--- src/hdl/mmb_pkg.sv ---
// shared constants, types and arithmetic helpers for the model matrix builder
package mmb_pkg;

  localparam int DW            = 32;
  localparam int FRAC_BITS_DEF = 16;
  localparam int WQ            = 30;

  localparam logic [63:0] PI_Q60  = 64'h3243F6A8885A308D;
  localparam logic [26:0] DEG2RAD = 27'(((PI_Q60 / 64'd180) + (64'd1 << 27)) >> 28);
  localparam logic [30:0] W_ONE   = 31'h4000_0000;

  localparam int SIN_N = 6;
  localparam int COS_N = 7;

  localparam logic [32:0] SIN_M [SIN_N] = '{
    33'(((64'd1 << 40) + 64'd155) / 64'd156),
    33'(((64'd1 << 39) + 64'd109) / 64'd110),
    33'(((64'd1 << 39) + 64'd71) / 64'd72),
    33'(((64'd1 << 38) + 64'd41) / 64'd42),
    33'(((64'd1 << 37) + 64'd19) / 64'd20),
    33'(((64'd1 << 35) + 64'd5) / 64'd6)
  };
  localparam int SIN_SH [SIN_N] = '{40, 39, 39, 38, 37, 35};

  localparam logic [32:0] COS_M [COS_N] = '{
    33'(((64'd1 << 40) + 64'd181) / 64'd182),
    33'(((64'd1 << 40) + 64'd131) / 64'd132),
    33'(((64'd1 << 39) + 64'd89) / 64'd90),
    33'(((64'd1 << 38) + 64'd55) / 64'd56),
    33'(((64'd1 << 37) + 64'd29) / 64'd30),
    33'(((64'd1 << 36) + 64'd11) / 64'd12),
    33'(((64'd1 << 33) + 64'd1) / 64'd2)
  };
  localparam int COS_SH [COS_N] = '{40, 40, 39, 38, 37, 36, 33};

  localparam int ANG_LAT   = 7;
  localparam int SER_LAT   = 2 * COS_N + 1;
  localparam int ROT_LAT   = 3;
  localparam int SCL_LAT   = 2;
  localparam int FRONT_LAT = ANG_LAT + SER_LAT + ROT_LAT;
  localparam int PIPE_LAT  = FRONT_LAT + SCL_LAT;

  localparam logic [1:0] ROW_LAST = 2'd3;

  typedef enum logic [1:0] {QUAD_0, QUAD_1, QUAD_2, QUAD_3} quad_e;

  typedef logic [2:0][2:0][32:0] rot_t;
  typedef logic [2:0][2:0][31:0] mat_t;
  typedef logic [2:0][31:0]      vec3_t;

  // shift right by 30, halves away from zero
  function automatic logic signed [63:0] rnd_q30(input logic signed [65:0] p);
    logic signed [65:0] adj;
    adj = p + 66'sd536870912 - signed'({65'd0, p[65]});
    return 64'(adj >>> WQ);
  endfunction

  function automatic logic signed [31:0] rm32(input logic signed [31:0] a,
                                              input logic signed [31:0] b);
    logic signed [63:0] prod;
    prod = 64'(a) * 64'(b);
    return 32'(rnd_q30(66'(prod)));
  endfunction

  function automatic logic [31:0] sat32(input logic signed [63:0] v);
    if (v > 64'sd2147483647) begin
      return 32'h7FFF_FFFF;
    end else if (v < -64'sd2147483648) begin
      return 32'h8000_0000;
    end
    return 32'(v);
  endfunction

endpackage

--- src/hdl/mmb_angle.sv ---
// angle reduction modulo 360 degrees, quadrant split and conversion to radians
module mmb_angle #(
  parameter int FRAC_BITS = mmb_pkg::FRAC_BITS_DEF
) (
  input  logic               clk_i,
  input  logic               en_i,
  input  logic signed [31:0] angle_i,
  output logic        [30:0] x_o,
  output logic        [31:0] x2_o,
  output mmb_pkg::quad_e     quad_o
);

  localparam logic [63:0] FULL  = 64'd360 << FRAC_BITS;
  localparam logic [63:0] QUART = 64'd90 << FRAC_BITS;
  localparam int          RW    = $clog2(FULL);
  localparam int          RW1   = RW + 1;
  localparam int          XW    = RW - 2;
  localparam int          P     = RW - 2;
  localparam int          QW    = 34 - RW;
  localparam logic [32:0] RM    = 33'((64'd1 << (32 + P)) / FULL);
  localparam logic [63:0] OFS   = 64'h8000_0000 % FULL;

  logic [31:0]    u;
  logic [64:0]    prod1;
  logic [31:0]    u1_q, u2_q;
  logic [QW-1:0]  q1_q;
  logic [32:0]    m2_q, r0;
  logic [RW-1:0]  r3_d, r3_q, r4_d, r4_q;
  logic [XW-1:0]  rem5_d, rem5_q;
  mmb_pkg::quad_e quad5_d, quad5_q, quad6_q, quad7_q;
  logic [30:0]    x6_q, x7_q;
  logic [31:0]    x2_7_q;

  assign u     = angle_i ^ 32'h8000_0000;
  assign prod1 = 65'(u) * 65'(RM);
  assign r0    = 33'(u2_q) - m2_q;

  always_comb begin
    if (64'(r0) >= 2 * FULL) begin
      r3_d = RW'(64'(r0) - 2 * FULL);
    end else if (64'(r0) >= FULL) begin
      r3_d = RW'(64'(r0) - FULL);
    end else begin
      r3_d = RW'(r0);
    end
  end

  always_comb begin
    if (r3_q >= RW'(OFS)) begin
      r4_d = RW'(RW1'(r3_q) - RW1'(OFS));
    end else begin
      r4_d = RW'(RW1'(r3_q) + RW1'(FULL - OFS));
    end
  end

  always_comb begin
    priority if (64'(r4_q) >= 3 * QUART) begin
      quad5_d = mmb_pkg::QUAD_3;
      rem5_d  = XW'(64'(r4_q) - 3 * QUART);
    end else if (64'(r4_q) >= 2 * QUART) begin
      quad5_d = mmb_pkg::QUAD_2;
      rem5_d  = XW'(64'(r4_q) - 2 * QUART);
    end else if (64'(r4_q) >= QUART) begin
      quad5_d = mmb_pkg::QUAD_1;
      rem5_d  = XW'(64'(r4_q) - QUART);
    end else begin
      quad5_d = mmb_pkg::QUAD_0;
      rem5_d  = XW'(r4_q);
    end
  end

  always_ff @(posedge clk_i) begin
    if (en_i) begin
      u1_q    <= u;
      q1_q    <= QW'(prod1 >> (32 + P));
      u2_q    <= u1_q;
      m2_q    <= 33'(64'(q1_q) * FULL);
      r3_q    <= r3_d;
      r4_q    <= r4_d;
      rem5_q  <= rem5_d;
      quad5_q <= quad5_d;
      x6_q    <= 31'((64'(rem5_q) * 64'(mmb_pkg::DEG2RAD)) >> (FRAC_BITS + 2));
      quad6_q <= quad5_q;
      x7_q    <= x6_q;
      x2_7_q  <= 32'((64'(x6_q) * 64'(x6_q)) >> 30);
      quad7_q <= quad6_q;
    end
  end

  assign x_o    = x7_q;
  assign x2_o   = x2_7_q;
  assign quad_o = quad7_q;

endmodule

--- config.mk ---
export PLATFORM = sky130hd
export DESIGN_NAME = mmb_angle
export DESIGN_NICKNAME = d
export VERILOG_FILES = /design/src/hdl/mmb_pkg.sv /design/src/hdl/mmb_angle.sv
export SDC_FILE = /design/constraint.sdc
export NUM_CORES = 2
export LEC_CHECK = 0
export BUFFER_PORTS_ARGS = -buffer_cell sky130_fd_sc_hd__buf_2
export CAP_MARGIN = 25
export CORE_ASPECT_RATIO = 1.25
export CORE_MARGIN = 2
export CORE_UTILIZATION = 40
export CTS_BUF_LIST = sky130_fd_sc_hd__clkbuf_8
export CTS_CLUSTER_SIZE = 16
export DETAILED_ROUTE_END_ITERATION = 8
export PLACE_DENSITY = 0.6
export SETUP_SLACK_MARGIN = 0.15
export SYNTH_ARGS = -nofsm -noshare
export SYNTH_HDL_FRONTEND = slang
export SYNTH_SLANG_ARGS = --single-unit
--- constraint.sdc ---
create_clock -name clk_i -period 9.9 [get_ports clk_i]
set_input_delay 1.98 -clock clk_i [delete_from_list [all_inputs] [get_ports clk_i]]
set_output_delay 1.98 -clock clk_i [all_outputs]
set_load 0.01 [all_outputs]
==> metrics.md <==
| Metric | Value |
|---|---|
| Slowest stage delay, CP | `900 ps` |
| F_max | `111.7 MHz` |
| Chip Height | `439.4 um` |
| Status | `finished, final reports clean` |
| Synthesis Warnings | `0` |
| Final Skew | `42.95 ps` |
| Vias per std cell | `4.810` |
| Clk_lat worst skew | `760 ps` |
| Layout cells sized above 1 | `0.04278` |
| Clk buf depth | `3` |
| Slew headroom | `0.3232` |
| WP data arrival | `9470 ps` |
| Hold WC Path Type | `reg -> reg` |
| CP max FO | `14` |
| R2R cell count | `25` |
| Hold-fix buffers, CTS | `0` |
| Total number of vias | `37920` |
| Die width | `352.3 um` |
| Total gr overflow | `0` |
| Kind of critical path | `reg -> reg` |
| Final Routed Wirelength | `147200 um` |
| Number of port buffers | `98` |
| DP Wirelength | `127300 um` |
| Worst path required time | `10420 ps` |
| Initial DRT Pass Iterations | `5` |
| Cells after Synth | `5727` |
| EDFF count, synth | `259` |
| Post-CTS Resized | `0` |
| Pin count of the biggest net entering global routing | `90` |
| Post-Syn Nets | `7998` |
| H-tree depth | `2` |
| FF+latch count, synth | `259` |
| Global-route usage over all layers | `0.1970` |
| Max-cap check violation count | `0` |
| Clock Tree Root | `clkbuf_8` |
| CTS tree | `yes` |
| DRC | `0` |
| Register area share after synthesis | `0.1282` |
| Most numerous cell on the critical path | `fa_1` |
| # setup viols final | `0` |
| Filler cells | `14470` |
| Clock-pin transition on the worst setup and hold timing paths | `60 ps` |
| Unique masters post-synth | `78` |
| Commonest non-fill, non-tap cell in the layout | `inv_1` |
| GPL Wtd Cong | `0.9435` |
| Total Neg Setup Slack | `0 ps` |
| Startpoint class of the critical path | `flip-flop` |
| Number of buffers created by CTS | `49` |
| Synth Cell Area | `60660 sq um` |
| RSZ-0062 raised after global routing | `no` |
| Mean routed wirelength per cell | `18.68 um` |
| Syn_area_per_cell | `10.59 sq um` |
| Fin crit period | `8949 ps` |
| Hold path depth | `0` |
| Critical Path Sink Type | `flip-flop` |
| Commonest cells after routing, fill and taps aside | `inv_1, fa_1, ha_1, nand2_1, edfxtp_1` |
| Die area | `154800 sq um` |
| Vias in the first global route | `43090` |
| DRT antenna net count | `0` |
| Initial Util | `0.4033` |
| R2R setup slack | `950 ps` |
| Hold Violations, Final | `0` |
| Initial antenna violation count | `4` |
| Clk sinks | `259` |
| Layout overhead on the synthesized area | `6.726%` |
| Core area | `150400 sq um` |
| Worst Max-Slew Pin Slew | `1015 ps` |
| Final net count | `8100` |
| Fin crit share | `0.9040` |
| Drt first-iter violations | `1671` |
| Rows | `159` |
| Global-route wire length before repair | `235300 um` |
| Postcts setup bufs | `0` |
| Final slew viol count | `0` |
| Asr flop ratio synth | `0` |
| Crit-path slowest cell | `edfxtp_1` |
| Prevailing post-synth register cell | `edfxtp_1` |
| I/O pins | `99` |
## path summary, 6_finish.rpt
check | endpoint | start
min reg2reg | u2_q[3]$_DFFE_PP_ | u1_q[3]$_DFFE_PP_
max | x2_o[31]$_DFFE_PP_ | x6_q[10]$_DFFE_PP_
max reg2reg | x2_o[31]$_DFFE_PP_ | x6_q[10]$_DFFE_PP_
min | u2_q[3]$_DFFE_PP_ | u1_q[3]$_DFFE_PP_
## cells in the mapped netlist (7+ instances only)
master | number | area share
o21a_1 | 13 | 0.0016
nor2b_1 | 21 | 0.0022
a31oi_1 | 17 | 0.0018
a211oi_1 | 13 | 0.0016
nor4_1 | 19 | 0.0020
o21ai_0 | 57 | 0.0047
nand2_1 | 314 | 0.019
nand4_1 | 23 | 0.0024
nand3_1 | 18 | 0.0015
nor3_1 | 14 | 0.0012
xor2_1 | 45 | 0.0065
o21bai_1 | 7 | 0.00087
inv_1 | 1876 | 0.12
xnor2_1 | 82 | 0.012
and3_1 | 16 | 0.0017
edfxtp_1 | 259 | 0.13
nor2_1 | 81 | 0.0050
fa_1 | 1338 | 0.44
a21oi_1 | 108 | 0.0089
and2_1 | 200 | 0.021
clkbuf_1 | 91 | 0.0056
ha_1 | 899 | 0.19
nand2b_1 | 11 | 0.0011
or2_2 | 10 | 0.0010
a21o_1 | 72 | 0.0089
## routing by layer
metal,part of all wire,global-route usage,vias up
met5,0.00014,0,-
met4,0.046,0.08161,4
met3,0.034,0.01846,271
met2,0.54,0.3707,728
met1,0.38,0.2282,19540
li1,-,-,17380
## state kept, by name (all words and copies together), names as in the netlist, 14 cells and up
| register | count |
|---|---|
| r4_q | 25 |
| rem5_q | 23 |
| x_o | 31 |
| r3_q | 25 |
| u1_q | 32 |
| u2_q | 32 |
| x2_o | 32 |
| x6_q | 31 |
| m2_q | 14 |
## critical path, delay by kind of cell (launching register included)
kind / cells / cell delay, ps
AND/OR/NAND/NOR: 4 / 790
adder cells (fa/ha/maj): 9 / 4390
buffers and inverters: 6 / 840
AO/OA/AOI/OAI: 6 / 1790
flip-flops: 1 / 900
## area by class of cell
class	instances	area [sq um]	area share
multi-input combinational	3496	45480	0.7025
sequential	259	7777	0.1201
inverter	1877	7046	0.1088
tap	2012	2517	0.03888
timing repair buffer	146	898.4	0.01388
clock buffer	49	674.4	0.01042
clock inverter	40	340.3	0.005257
antenna	3	7.507	0.0001160
## cells by family after synthesis
family                   count (synthesis)  synth area share
flip-flops                             259            0.1282
AO/OA/AOI/OAI                          379           0.04284
multiplexers                             4         0.0006807
adder cells (fa/ha/maj)               2237            0.6270
AND/OR/NAND/NOR                        748           0.06085
other                                    1        0.00006182
buffers and inverters                 1972            0.1220
XOR/XNOR                               127           0.01834
## stage by stage
step / util / worst slack (ps) / hold slack, ps / instance area, sq um / instances
2_1_floorplan: - / 1767 / 400.3 / 60660 / 5727
3_3_place_gp: 0.4234 / 826.5 / 402.7 / 63670 / 7787
3_5_place_dp: 0.4234 / 840.0 / 404.5 / 63670 / 7787
4_1_cts: 0.4301 / 1040 / 413.5 / 64690 / 7876
5_1_grt: 0.4305 / 664.0 / 424.9 / 64740 / 7881
6_report: 0.4305 / 950.8 / 415.4 / 64740 / 7882
Power is not shown: default switching activity piles up to over one toggle a cycle in this logic, so the estimate is an artifact.
